`src/design/atli_pkg.sv`:
```
// Shared types and constants for the angle table linear interpolator.
package atli_pkg;

    localparam logic [1:0] ACT_LOAD  = 2'd0;
    localparam logic [1:0] ACT_QUERY = 2'd1;
    localparam logic [1:0] ACT_CLEAR = 2'd2;

    localparam logic [2:0] ST_OK        = 3'd0;
    localparam logic [2:0] ST_ABOVE     = 3'd1;
    localparam logic [2:0] ST_FIRST     = 3'd2;
    localparam logic [2:0] ST_FULL      = 3'd3;
    localparam logic [2:0] ST_ZERO_SPAN = 3'd4;

    localparam logic [15:0] VALUE_ONE       = 16'd32768;
    localparam logic [15:0] MAX_ANGLE_RESET = 16'd25736;
    localparam logic [3:0]  DIV_LAST_STEP   = 4'd15;

    typedef enum logic [2:0] {
        RS_ZERO,
        RS_RDVAL,
        RS_V0,
        RS_V1,
        RS_INTERP
    } t_res_sel;

    typedef struct packed {
        logic       latch;
        logic       ld_init;
        logic       q_init;
        logic       rd_ld;
        logic       rd_q;
        logic       ld_shift;
        logic       ld_put;
        logic       clr;
        logic       q_next;
        logic       cap_hi;
        logic       div_init;
        logic       div_step;
        logic       mul;
        logic       fin;
        t_res_sel   fin_sel;
        logic [2:0] fin_st;
    } t_dp_cmd;

    typedef struct packed {
        logic full;
        logic k_zero;
        logic ld_gt;
        logic q_end;
        logic q_hit;
        logic i_zero;
        logic q_eq;
        logic span_zero;
        logic div_last;
    } t_dp_stat;

endpackage

```
`src/design/angle_table_linear_interpolator.sv`:
```
// Top level of the angle table linear interpolator: controller, datapath and checks.
// A full-table load, a clear or an unused action strobes its word in the cycle after start;
// a load shifts each larger entry up, then writes; a query walks the entries and answers at
// once past every entry, at the first, on a hit or zero span, else divides and blends first.
// One word is handled at a time, paced by the table walk and the divider; results never stall.
// Reset (synchronous, active low) empties the table and restores max_angle to pi/2.
module angle_table_linear_interpolator
    import atli_pkg::*;
#(
    parameter int TABLE_DEPTH = 16
) (
    input  logic        i_clk,
    input  logic        i_rst_n,
    input  logic        start,
    output logic        busy,
    input  logic [1:0]  i_action,
    input  logic [15:0] i_entry_angle,
    input  logic [15:0] i_entry_value,
    input  logic [15:0] i_query_angle,
    input  logic        i_cfg_we,
    input  logic [15:0] i_cfg_wdata,
    output logic        o_done,
    output logic [15:0] o_result_value,
    output logic [2:0]  o_status
);

    // The controller only ever sees the status flags that the datapath raises, and the
    // datapath only acts on the command word; neither reaches into the other.
    t_dp_cmd  w_cmd;
    t_dp_stat w_stat;
    logic     w_start;

    // A new word is taken only while the sequencer is idle.
    assign w_start = start & ~busy;

    atli_ctrl u_ctrl (
        .i_clk    (i_clk),
        .i_rst_n  (i_rst_n),
        .i_start  (w_start),
        .i_action (i_action),
        .i_stat   (w_stat),
        .o_cmd    (w_cmd),
        .o_busy   (busy)
    );

    // The datapath holds the sorted table in two memories addressed together, the entry
    // count, the clamp register, the search bounds, the divider and the blending multiplier.
    atli_dp #(.DEPTH(TABLE_DEPTH)) u_dp (
        .i_clk          (i_clk),
        .i_rst_n        (i_rst_n),
        .i_cmd          (w_cmd),
        .o_stat         (w_stat),
        .i_cfg_we       (i_cfg_we),
        .i_cfg_wdata    (i_cfg_wdata),
        .i_entry_angle  (i_entry_angle),
        .i_entry_value  (i_entry_value),
        .i_query_angle  (i_query_angle),
        .o_done         (o_done),
        .o_result_value (o_result_value),
        .o_status       (o_status)
    );

    // Every accepted word either keeps the block busy or has already produced its result.
    a_accept_progress: assert property (@(posedge i_clk) disable iff (!i_rst_n)
        (start && !busy) |=> (busy || o_done))
        else $error("accepted word neither in progress nor answered");

    // A result is only issued once the sequencer has returned to idle.
    a_done_idle: assert property (@(posedge i_clk) disable iff (!i_rst_n)
        o_done |-> !busy)
        else $error("result strobe while still busy");

    // A query above every entry answers zero.
    a_above_zero: assert property (@(posedge i_clk) disable iff (!i_rst_n)
        (o_done && o_status == ST_ABOVE) |-> (o_result_value == 16'd0))
        else $error("non-zero result for a query above the table");

    // Results never exceed one in Q1.15.
    a_result_range: assert property (@(posedge i_clk) disable iff (!i_rst_n)
        o_done |-> (o_result_value <= VALUE_ONE))
        else $error("result above one");

endmodule

```
`src/design/atli_ram.sv`:
```
// Generic single-write, single-read RAM with registered read data.
module atli_ram #(
    parameter int WIDTH = 16,
    parameter int DEPTH = 16
) (
    input  logic                     i_clk,
    input  logic                     i_we,
    input  logic [$clog2(DEPTH)-1:0] i_waddr,
    input  logic [WIDTH-1:0]         i_wdata,
    input  logic                     i_re,
    input  logic [$clog2(DEPTH)-1:0] i_raddr,
    output logic [WIDTH-1:0]         o_rdata
);

    logic [WIDTH-1:0] r_mem [DEPTH];
    logic [WIDTH-1:0] r_rdata;

    always_ff @(posedge i_clk) begin
        if (i_we) begin
            r_mem[i_waddr] <= i_wdata;
        end
        if (i_re) begin
            r_rdata <= r_mem[i_raddr];
        end
    end

    assign o_rdata = r_rdata;

endmodule

```
`src/design/atli_ctrl.sv`:
```
// Controller state machine that sequences loads, searches and the interpolation.
module atli_ctrl
    import atli_pkg::*;
(
    input  logic       i_clk,
    input  logic       i_rst_n,
    input  logic       i_start,
    input  logic [1:0] i_action,
    input  t_dp_stat   i_stat,
    output t_dp_cmd    o_cmd,
    output logic       o_busy
);

    typedef enum logic [3:0] {
        S_IDLE,
        S_LD_CHK,
        S_LD_CMP,
        S_Q_CHK,
        S_Q_CMP,
        S_Q_EVAL,
        S_DIV,
        S_MUL,
        S_FIN
    } t_state;

    t_state  r_state;
    t_state  n_state;
    t_dp_cmd n_cmd;
    logic    r_busy;

    always_comb begin
        n_state = r_state;
        n_cmd   = '0;
        n_cmd.fin_sel = RS_ZERO;
        n_cmd.fin_st  = ST_OK;
        case (r_state)
            S_IDLE: begin
                if (i_start) begin
                    n_cmd.latch = 1'b1;
                    case (i_action)
                        ACT_LOAD: begin
                            if (i_stat.full) begin
                                n_cmd.fin    = 1'b1;
                                n_cmd.fin_st = ST_FULL;
                            end else begin
                                n_cmd.ld_init = 1'b1;
                                n_state       = S_LD_CHK;
                            end
                        end
                        ACT_QUERY: begin
                            n_cmd.q_init = 1'b1;
                            n_state      = S_Q_CHK;
                        end
                        ACT_CLEAR: begin
                            n_cmd.clr = 1'b1;
                            n_cmd.fin = 1'b1;
                        end
                        default: begin
                            n_cmd.fin = 1'b1;
                        end
                    endcase
                end
            end
            S_LD_CHK: begin
                if (i_stat.k_zero) begin
                    n_cmd.ld_put = 1'b1;
                    n_cmd.fin    = 1'b1;
                    n_state      = S_IDLE;
                end else begin
                    n_cmd.rd_ld = 1'b1;
                    n_state     = S_LD_CMP;
                end
            end
            S_LD_CMP: begin
                if (i_stat.ld_gt) begin
                    n_cmd.ld_shift = 1'b1;
                    n_state        = S_LD_CHK;
                end else begin
                    n_cmd.ld_put = 1'b1;
                    n_cmd.fin    = 1'b1;
                    n_state      = S_IDLE;
                end
            end
            S_Q_CHK: begin
                if (i_stat.q_end) begin
                    n_cmd.fin    = 1'b1;
                    n_cmd.fin_st = ST_ABOVE;
                    n_state      = S_IDLE;
                end else begin
                    n_cmd.rd_q = 1'b1;
                    n_state    = S_Q_CMP;
                end
            end
            S_Q_CMP: begin
                if (i_stat.q_hit) begin
                    if (i_stat.i_zero) begin
                        n_cmd.fin     = 1'b1;
                        n_cmd.fin_sel = RS_RDVAL;
                        n_cmd.fin_st  = ST_FIRST;
                        n_state       = S_IDLE;
                    end else begin
                        n_cmd.cap_hi = 1'b1;
                        n_state      = S_Q_EVAL;
                    end
                end else begin
                    n_cmd.q_next = 1'b1;
                    n_state      = S_Q_CHK;
                end
            end
            S_Q_EVAL: begin
                if (i_stat.q_eq) begin
                    n_cmd.fin     = 1'b1;
                    n_cmd.fin_sel = RS_V1;
                    n_state       = S_IDLE;
                end else if (i_stat.span_zero) begin
                    n_cmd.fin     = 1'b1;
                    n_cmd.fin_sel = RS_V0;
                    n_cmd.fin_st  = ST_ZERO_SPAN;
                    n_state       = S_IDLE;
                end else begin
                    n_cmd.div_init = 1'b1;
                    n_state        = S_DIV;
                end
            end
            S_DIV: begin
                n_cmd.div_step = 1'b1;
                if (i_stat.div_last) begin
                    n_state = S_MUL;
                end
            end
            S_MUL: begin
                n_cmd.mul = 1'b1;
                n_state   = S_FIN;
            end
            S_FIN: begin
                n_cmd.fin     = 1'b1;
                n_cmd.fin_sel = RS_INTERP;
                n_state       = S_IDLE;
            end
            default: begin
                n_state = S_IDLE;
            end
        endcase
    end

    always_ff @(posedge i_clk) begin
        if (!i_rst_n) begin
            r_state <= S_IDLE;
            r_busy  <= 1'b0;
        end else begin
            r_state <= n_state;
            r_busy  <= (n_state != S_IDLE);
        end
    end

    assign o_cmd  = n_cmd;
    assign o_busy = r_busy;

endmodule

```
`src/design/atli_dp.sv`:
```
// Datapath: table memories, search and insert registers, divider and blend.
module atli_dp
    import atli_pkg::*;
#(
    parameter int DEPTH = 16
) (
    input  logic        i_clk,
    input  logic        i_rst_n,
    input  t_dp_cmd     i_cmd,
    output t_dp_stat    o_stat,
    input  logic        i_cfg_we,
    input  logic [15:0] i_cfg_wdata,
    input  logic [15:0] i_entry_angle,
    input  logic [15:0] i_entry_value,
    input  logic [15:0] i_query_angle,
    output logic        o_done,
    output logic [15:0] o_result_value,
    output logic [2:0]  o_status
);

    localparam int AW = $clog2(DEPTH);
    localparam int CW = $clog2(DEPTH + 1);

    logic [15:0] r_max;
    logic [CW-1:0] r_count;
    logic [CW-1:0] r_k;
    logic [CW-1:0] r_i;
    logic [15:0] r_ang;
    logic [15:0] r_val;
    logic [15:0] r_q;
    logic [15:0] r_a0;
    logic [15:0] r_v0;
    logic [15:0] r_a1;
    logic [15:0] r_v1;
    logic [15:0] r_rem;
    logic [15:0] r_span;
    logic [15:0] r_quo;
    logic [3:0]  r_dcnt;
    logic signed [33:0] r_prod;
    logic        r_done;
    logic [15:0] r_result;
    logic [2:0]  r_status;

    logic [AW-1:0] w_waddr;
    logic [AW-1:0] w_raddr;
    logic [CW-1:0] w_k_dec;
    logic          w_we;
    logic          w_re;
    logic [15:0]   w_wang;
    logic [15:0]   w_wval;
    logic [15:0]   w_rang;
    logic [15:0]   w_rval;
    logic [16:0]   w_trial;
    logic signed [16:0] w_diff;
    logic signed [16:0] w_frac;
    logic signed [34:0] w_sum;
    logic [15:0]   w_interp;
    logic [15:0]   w_res;

    assign w_k_dec = r_k - CW'(1);
    assign w_raddr = i_cmd.rd_ld ? w_k_dec[AW-1:0] : r_i[AW-1:0];
    assign w_re    = i_cmd.rd_ld | i_cmd.rd_q;
    assign w_waddr = r_k[AW-1:0];
    assign w_we    = i_cmd.ld_shift | i_cmd.ld_put;
    assign w_wang  = i_cmd.ld_shift ? w_rang : r_ang;
    assign w_wval  = i_cmd.ld_shift ? w_rval : r_val;

    atli_ram #(.WIDTH(16), .DEPTH(DEPTH)) u_angle_ram (
        .i_clk   (i_clk),
        .i_we    (w_we),
        .i_waddr (w_waddr),
        .i_wdata (w_wang),
        .i_re    (w_re),
        .i_raddr (w_raddr),
        .o_rdata (w_rang)
    );

    atli_ram #(.WIDTH(16), .DEPTH(DEPTH)) u_value_ram (
        .i_clk   (i_clk),
        .i_we    (w_we),
        .i_waddr (w_waddr),
        .i_wdata (w_wval),
        .i_re    (w_re),
        .i_raddr (w_raddr),
        .o_rdata (w_rval)
    );

    // One restoring step: the remainder always stays below the span.
    assign w_trial = {r_rem, 1'b0};

    // v0 + (v1 - v0) * f, rounded half up, equals the two-term blend exactly.
    assign w_diff = $signed({1'b0, r_v1}) - $signed({1'b0, r_v0});
    assign w_frac = $signed({1'b0, r_quo});
    assign w_sum  = $signed({3'b000, r_v0, 16'h0000}) + $signed({r_prod[33], r_prod})
                  + $signed(35'd32768);
    assign w_interp = (w_sum[34:16] > {3'b000, VALUE_ONE}) ? VALUE_ONE : w_sum[31:16];

    always_comb begin
        case (i_cmd.fin_sel)
            RS_RDVAL:  w_res = w_rval;
            RS_V0:     w_res = r_v0;
            RS_V1:     w_res = r_v1;
            RS_INTERP: w_res = w_interp;
            default:   w_res = 16'h0000;
        endcase
    end

    always_comb begin
        o_stat.full      = (r_count == CW'(DEPTH));
        o_stat.k_zero    = (r_k == '0);
        o_stat.ld_gt     = (w_rang > r_ang);
        o_stat.q_end     = (r_i >= r_count);
        o_stat.q_hit     = (w_rang >= r_q);
        o_stat.i_zero    = (r_i == '0);
        o_stat.q_eq      = (r_q == r_a1);
        o_stat.span_zero = (r_a1 <= r_a0);
        o_stat.div_last  = (r_dcnt == DIV_LAST_STEP);
    end

    always_ff @(posedge i_clk) begin
        if (!i_rst_n) begin
            r_max   <= MAX_ANGLE_RESET;
            r_count <= '0;
            r_done  <= 1'b0;
        end else begin
            if (i_cfg_we) begin
                r_max <= i_cfg_wdata;
            end
            if (i_cmd.clr) begin
                r_count <= '0;
            end else if (i_cmd.ld_put) begin
                r_count <= r_count + CW'(1);
            end
            r_done <= i_cmd.fin;
        end
    end

    always_ff @(posedge i_clk) begin
        if (i_cmd.latch) begin
            r_ang <= i_entry_angle;
            r_val <= (i_entry_value > VALUE_ONE) ? VALUE_ONE : i_entry_value;
            r_q   <= (i_query_angle > r_max) ? r_max : i_query_angle;
        end
        if (i_cmd.ld_init) begin
            r_k <= r_count;
        end else if (i_cmd.ld_shift) begin
            r_k <= w_k_dec;
        end
        if (i_cmd.q_init) begin
            r_i <= '0;
        end else if (i_cmd.q_next) begin
            r_i <= r_i + CW'(1);
        end
        if (i_cmd.q_next) begin
            r_a0 <= w_rang;
            r_v0 <= w_rval;
        end
        if (i_cmd.cap_hi) begin
            r_a1 <= w_rang;
            r_v1 <= w_rval;
        end
        if (i_cmd.div_init) begin
            r_rem  <= r_q - r_a0;
            r_span <= r_a1 - r_a0;
            r_dcnt <= '0;
        end else if (i_cmd.div_step) begin
            if (w_trial >= {1'b0, r_span}) begin
                r_rem <= 16'(w_trial - {1'b0, r_span});
                r_quo <= {r_quo[14:0], 1'b1};
            end else begin
                r_rem <= w_trial[15:0];
                r_quo <= {r_quo[14:0], 1'b0};
            end
            r_dcnt <= r_dcnt + 4'd1;
        end
        if (i_cmd.mul) begin
            r_prod <= w_diff * w_frac;
        end
        if (i_cmd.fin) begin
            r_result <= w_res;
            r_status <= i_cmd.fin_st;
        end
    end

    assign o_done         = r_done;
    assign o_result_value = r_result;
    assign o_status       = r_status;

endmodule
```
`config.mk`:
```
export PLATFORM = sky130hd
export DESIGN_NAME = angle_table_linear_interpolator
export DESIGN_NICKNAME = d
export VERILOG_FILES = /design/src/design/atli_pkg.sv /design/src/design/angle_table_linear_interpolator.sv /design/src/design/atli_ram.sv /design/src/design/atli_ctrl.sv /design/src/design/atli_dp.sv
export SDC_FILE = /design/constraint.sdc
export NUM_CORES = 2
export LEC_CHECK = 0
export ABC_CLOCK_PERIOD_IN_PS = 8820
export BUFFER_PORTS_ARGS = -buffer_cell sky130_fd_sc_hd__buf_2
export CORE_MARGIN = 8
export CORE_UTILIZATION = 45
export DETAILED_ROUTE_END_ITERATION = 6
export HOLD_SLACK_MARGIN = 0.03
export PLACE_DENSITY = 0.69
export SYNTH_ARGS = -nofsm -noshare
export SYNTH_HDL_FRONTEND = slang
export SYNTH_HIERARCHICAL = 1
export SYNTH_SLANG_ARGS = --single-unit
```
`constraint.sdc`:
```
create_clock -name i_clk -period 8.82 [get_ports i_clk]
set_input_delay 1.323 -clock i_clk [delete_from_list [all_inputs] [get_ports i_clk]]
set_output_delay 1.323 -clock i_clk [all_outputs]
set_load 0.05 [all_outputs]
```
### Word-level counts from Yosys, hierarchy flattened

Memory sizes are Yosys's and may differ from the RTL's. A register that Yosys moved wholly into a read port is not among the register bits.
Index checks and enable logic that the tools add are counted.
Widths: inputs -> output; s select.

* bits in registers: 254
* ROM bits: 0
* output and inout port bits: 21
* logic and storage cells: 142
* RAM bits: 512
* memories kept: 2
* latch bits: 0

Memories
* u_dp.u_angle_ram.r_mem: depth 16, width 16, read ports 1, clocked after Yosys merged registers in 1, write ports 1, line atli_ram.sv:15 `logic [WIDTH-1:0] r_mem [DEPTH];`
* u_dp.u_value_ram.r_mem: depth 16, width 16, read ports 1, clocked after Yosys merged registers in 1, write ports 1, line atli_ram.sv:15

* $lt $le $gt $ge: 8
* reduce and logical (&&, ||, !) cells: 9
* multipliers: 1
* shift operators: 0
* equality and inequality tests: 17
* bitwise gates (word level): 6
* div/mod/pow operators: 0
* add/sub/neg operators: 10
* muxes and demuxes: 68

Operator list (count)
* $mux 16: 7
* $pmux 16 s4: 1
* $sub 16x16->16: 3
* $add 33x34->35: 1
* $add 35x17->35 const B: 1
* $mul 17x17->34: 1
* $gt 16x16->1: 2
* $pmux 4 s8: 1
* $mux 1: 30
* $mux 3: 9
* $mux 4: 6
* $mux 7: 3
* $gt 19x16->1 const B: 1
* $ge 17x16->1: 1
* $sub 16x16->17: 1
* $eq 16x16->1: 1
* $eq 4x3->1 const B: 4
* $ge 16x16->1: 1
* $gt 16x16->1 const B: 1
* $le 16x16->1: 1
* $pmux 3 s4: 1
* $add 5x1->5 const B: 2
* $logic_not 5->1: 2
* $mux 5: 2
* other kinds (26): 36

### Depth between registers and ports, before layout

* depth in word-level cells: 6
* gate-level depth with buffers: 36

### Cells and area by module

The synthesis kept the hierarchy.

By module, submodules not included
* atli_dp: times used 1, seq. area each 6716.4 um^2, area each 25161.6 um^2, cells an instance 2554
* atli_ram: times used 2, seq. area each 8167.8 um^2, area each 10202.3 um^2, cells an instance 432
* atli_ctrl: times used 1, seq. area each 100.1 um^2, area each 534.3 um^2, cells an instance 71
* angle_table_linear_interpolator: times used 1, seq. area each 0.0 um^2, area each 13.8 um^2, cells an instance 1

### Worst setup path after synthesis

OpenSTA, ideal clock, no wires.

* path kind: reg2reg
* start point: register u_dp.r_v0[0]
* end point: register u_dp.r_prod[33] (data pin)
* library setup time: 0.260 ns
* stages on the path, launching flop included: 36
* clock period less this slack: 8.046 ns
* slack: 0.774 ns
* buffers on the path: 2
* arrival time: 7.786 ns
* cell sequence: edfxtp_1 > ha_1 > fa_1 > nor2b_1 > o21ai_1 > a21boi_1 > o21ai_1 > a21boi_1 > o21ai_1 > a21boi_1 > o21a_1 > or3_1 > clkbuf_1 > buf_2 > nand3_1 > fa_1 > fa_1 > inv_1 > fa_1 > inv_1 > fa_1 > inv_1 > fa_1 > inv_1 > fa_1 > inv_1 > ha_1 > nand4_1 > nor3_1 > o31a_1 > nor2_4 > o31a_1 > a211oi_1 > or3_4 > a31oi_2 > xnor2_1

* word-level cells in the longest chain between the ends: 2

RTL lines
* start: declaration: line atli_dp.sv:32 `logic [15:0] r_v0;`
* start signal: assignment: line atli_dp.sv:156 `r_v0 <= w_rval;`
* $sub 16x16->17: line atli_dp.sv:92 `assign w_diff = $signed({1'b0, r_v1}) - $signed({1'b0, r_v0});`
* $mul 17x17->34: line atli_dp.sv:177 `r_prod <= w_diff * w_frac;`
* end signal: assignment: line atli_dp.sv:177
* end: declaration: line atli_dp.sv:39 `logic signed [33:0] r_prod;`

No other way between the ends.
A chain may end at the register's enable or synchronous reset.

### Worst setup path in the final report

* start point: register u_dp.r_v1[0]
* end point: register u_dp.r_prod[33] (data pin)

* word-level cells in the longest chain between the ends: 2

RTL lines
* start: declaration: line atli_dp.sv:34 `logic [15:0] r_v1;`
* start signal: assignment: line atli_dp.sv:160 `r_v1 <= w_rval;`
* $sub 16x16->17: line atli_dp.sv:92
* $mul 17x17->34: line atli_dp.sv:177

No other way between the ends.

==> key figures <==
STA
  – Fmax: ~120 MHz
  – Final Max Slew Viols: 0
  – Period utilization: 0.9462
  – Tmin final: ~8300 ps
  – Setup-failing EPs final: 0
  – Worst setup margin: approximately 470 ps
  – Final hold vios: 0
  – Measured slew at the worst slew-check pin: roughly 1300 ps
  – Relative slew slack: 0.1419
  – Fin Clk Skew: roughly 25 ps
  – Hold_ws: approximately 510 ps
  – Setup TNS: 0 ps

Detailed routing
  – Detailed Route Iter0 Violations: between 2000 and 2500
  – Wire length per cell: 21.02 um
  – DR vias: about 28000
  – Pre-Repair DR Iteration Count: 5
  – Routed Antenna Nets: 0
  – WL final: between 100000 and 150000 um
  – DR vias/cell: 5.460
  – DRC errors left: 0

Placement
  – Dpl cells: between 4000 and 5000
  – Placer Congestion: 0.8700
  – HPWL Detailed: 73200 um
  – Port Buf Inserts: 90
  – Dpl ws: -147.1 ps

Floorplan
  – Std cell rows: between 100 and 150
  – Initial Utilization: 0.4532
  – Die Footprint: between 100000 and 150000 um2
  – Core area: 101700 um2
  – Num ports: 91
  – Chip width: about 340 um
  – Die Height: ~340 um

Hold path
  – Hold Path End: u_dp/r_max[10]
  – Hold Crit Class: reg -> reg
  – Hold path start: u_dp/r_max[10]
  – Worst Hold Path Cells: 2

Logic synthesis
  – Syn_area_per_cell: about 13 um2
  – Share of the synthesized area in the top cell type: 0.4864
  – FFs w/ async S/R, synth: 0
  – Largest area contributor in the netlist: edfxtp_1
  – Register area share after synthesis: 0.5021
  – Yosys warning count: 6
  – Mapped Nets: ~4100
  – Synth Instances: 3490
  – Main synth FF type: edfxtp_1
  – Synth area leaders: edfxtp_1 49%, fa_1 12%, ha_1 6.1%, mux4_2 5.3%, inv_1 4.0%
  – #FFs+latches synth: slightly below 800
  – Synth Cell Area: between 40000 and 50000 um2
  – EDFF count, synth: 747
  – Number of library cell types mapped by synthesis: 83

Clocking
  – Clock buffer depth: 3
  – # H-tree levels: 3
  – Worst-path clk slew: around 60 ps
  – CTS Sinks: 783
  – CTS buffer count: 79
  – # hold bufs at CTS: 0
  – CTS root buf: clkbuf_16
  – Clock Latency Late Sink: between 600 and 700 ps
  – CTS tree: done

Worst setup path
  – Worst r2r dst: u_dp/r_prod[33]
  – Critical R2R Launch: u_dp/r_v1[0]
  – R2R Setup Slk: ~470 ps
  – Crit start category: flop
  – Critical-path maximum fanout: 5
  – Critical path required time: between 9000 and 10000 ps
  – WP buf/inv: 5
  – Setup crit end kind: flop
  – Most used cell along the critical path: fa_1
  – CP top delay family: adder cells
  – Worst EP arrival: approximately 8700 ps
  – WS Path Type: reg -> reg
  – FF-to-FF path depth: 34
  – Critical Path Slowest Stage Cell: fa_1
  – CP max stage delay: approximately 550 ps

GRT
  – Largest net degree at the start of global routing: 77
  – First-pass GRT wire length: 166900 um
  – Number of global-route vias before repair: between 20000 and 30000
  – Antenna violations before repair: 4
  – Gr ovfl total: 0
  – Global-route usage over all layers: 0.1901

Layout
  – Biggest regs: u_dp/u_angle_ram/r_mem x256, u_dp/u_value_ram/r_mem x256, u_dp/r_prod x19
  – NumNets Final: 4214
  – Post-route insts no fill: slightly above 5000
  – Area delta synth->final: 11.43%
  – Share of cells above drive strength 1: 0.1563

Pwr
  – Clock network fraction of design power: 0.407
  – Sw frac: 0.2274
  – IR Drop Worst-Case VDD: between 0.00015 and 0.0002 V
  – Total Power: around 8.4 mW
  – Seq pwr share: 0.508
  – Combinational power share: 0.085
  – Leak: slightly below 20 nW
  – Int Pwr: 6.487 mW
  – Net Switching: ~1.9 mW
  – Pwr dens: between 150 and 200 nW/um2

Status
  – Outcome: complete, no violations

Job
  – # Max-Cap Violations: 0
[per-layer routing]
| layer | GRT usage | vias to the layer above | part of all wire | wire length, um |
|---|---|---|---|---|
| met5 | 0 | - | 0 | 0 |
| met4 | 0.05999 | 0 | 0.030 | 3182 |
| met3 | 0.03275 | 199 | 0.067 | 7122 |
| met2 | 0.3122 | 927 | 0.48 | 50710 |
| met1 | 0.2583 | 13850 | 0.43 | 45580 |
| li1 | - | 12700 | - | - |
[how the worst max path moves through the flow]
stage,endpoint,slack [ps],start,cells past startpoint
2_1_floorplan,u_dp/r_prod[33],770,u_dp/r_v0[0],35
3_3_place_gp,u_dp/r_prod[33],-4,u_dp/r_v1[0],33
3_5_place_dp,u_dp/r_prod[33],-150,u_dp/r_v1[0],32
4_1_cts,u_dp/r_prod[33],90,u_dp/r_v0[0],34
5_1_grt,u_dp/r_prod[31],-30,u_dp/r_v1[0],34
6_report,u_dp/r_prod[33],470,u_dp/r_v1[0],34
[cell usage in the layout (no fill, tap or decap), types with 24 or more instances in the layout]
cell	count
nor2b_1	57
inv_1	485
ha_1	224
nor2_1	115
mux2i_1	45
buf_4	107
a22oi_1	83
buf_2	90
and2_1	91
a21o_1	41
clkbuf_16	82
dfxtp_1	36
edfxtp_1	747
nand2_1	252
nor2_2	24
mux2_2	52
nor3_1	43
mux4_2	108
nand3_1	33
fa_1	282
o21ai_0	77
a21oi_1	68
xor2_1	27
nand2b_1	62
nand4_1	35
xnor2_1	69
[kinds of logic after synthesis]
family,count (synthesis),synth area share
muxes,229,0.08758
adders and majority gates,506,0.1832
AOI/OAI and AO/OA,434,0.06482
xor gates and xnor gates,96,0.01823
DFF,783,0.5021
buffers and inverters,619,0.05313
and+or+nand+nor,823,0.09098
[layout make-up]
cell class | count | area (um2)
timing repair buffer | 198 | 1274
clock buffer | 98 | 2132
tap | 1368 | 1712
inverter | 488 | 1832
multi-input combinational | 2088 | 20770
sequential | 783 | 23150
antenna | 3 | 7.507
fill | 8537 | 50350
clock inverter | 44 | 508.0
[Yosys cell counts (7+ instances only)]
cell type and instances:
ha_1 224, o22ai_1 8, fa_1 282, nand4_1 35
clkbuf_1 85, a211o_1 11, mux2_2 52, or3_1 8
a21oi_1 72, and2_1 91, or2_2 7, o21ai_1 14
mux4_1 20, mux4_2 108, nor2_1 141, buf_6 10
o211ai_1 12, a211oi_1 13, xor2_1 27, nor3b_1 10
inv_1 487, mux2i_1 45, edfxtp_1 747, a22oi_1 83
nand3_1 33, o21a_1 20, a21boi_1 8, nand2_1 252
buf_2 14, dfxtp_1 36, buf_4 9, and3_1 18
o31a_1 9, nor2b_1 57, nand2b_1 62, buf_1 13
xnor2_1 69, o41ai_1 8, o22ai_2 7, o21ai_0 79
nand3b_1 14, nor4_1 14, a21o_1 42, nor3_1 53
[worst reg2reg max path: cells and delay by family (launching register included)]
kind            cells  cell delay (ps)
mux                 1              360
simple gates        3              540
fa+ha+maj           9             3670
compound gates     15             2600
xor+xnor            1               80
flops               1              370
buf+inv             5              440
[power by group through the flow]
stage          sequential, mW  clock (mW)  combinational, mW
3_5_place_dp             4.34           0              0.715
4_1_cts                  4.26        3.48              0.719
2_1_floorplan            4.33           0              0.493
6_report                 4.26        3.42              0.714
3_3_place_gp             4.34           0              0.702
5_1_grt                  4.27        3.62              0.784
[repair_timing]
item	in CTS	in global routing
setup endpoints to repair	5	8
buffers inserted	3	3
pin swaps	1	3
resized for setup	1	17
[per-stage QoR]
| step | instance area (um2) | util |
|---|---|---|
| 6_report | 51390 | 0.5051 |
| 5_1_grt | 51380 | 0.5050 |
| 4_1_cts | 51270 | 0.5040 |
| 2_1_floorplan | 46110 | - |
| 3_5_place_dp | 48610 | 0.4778 |
| 3_3_place_gp | 48610 | 0.4778 |
No activity file was read; power rests on OpenSTA's default activity.
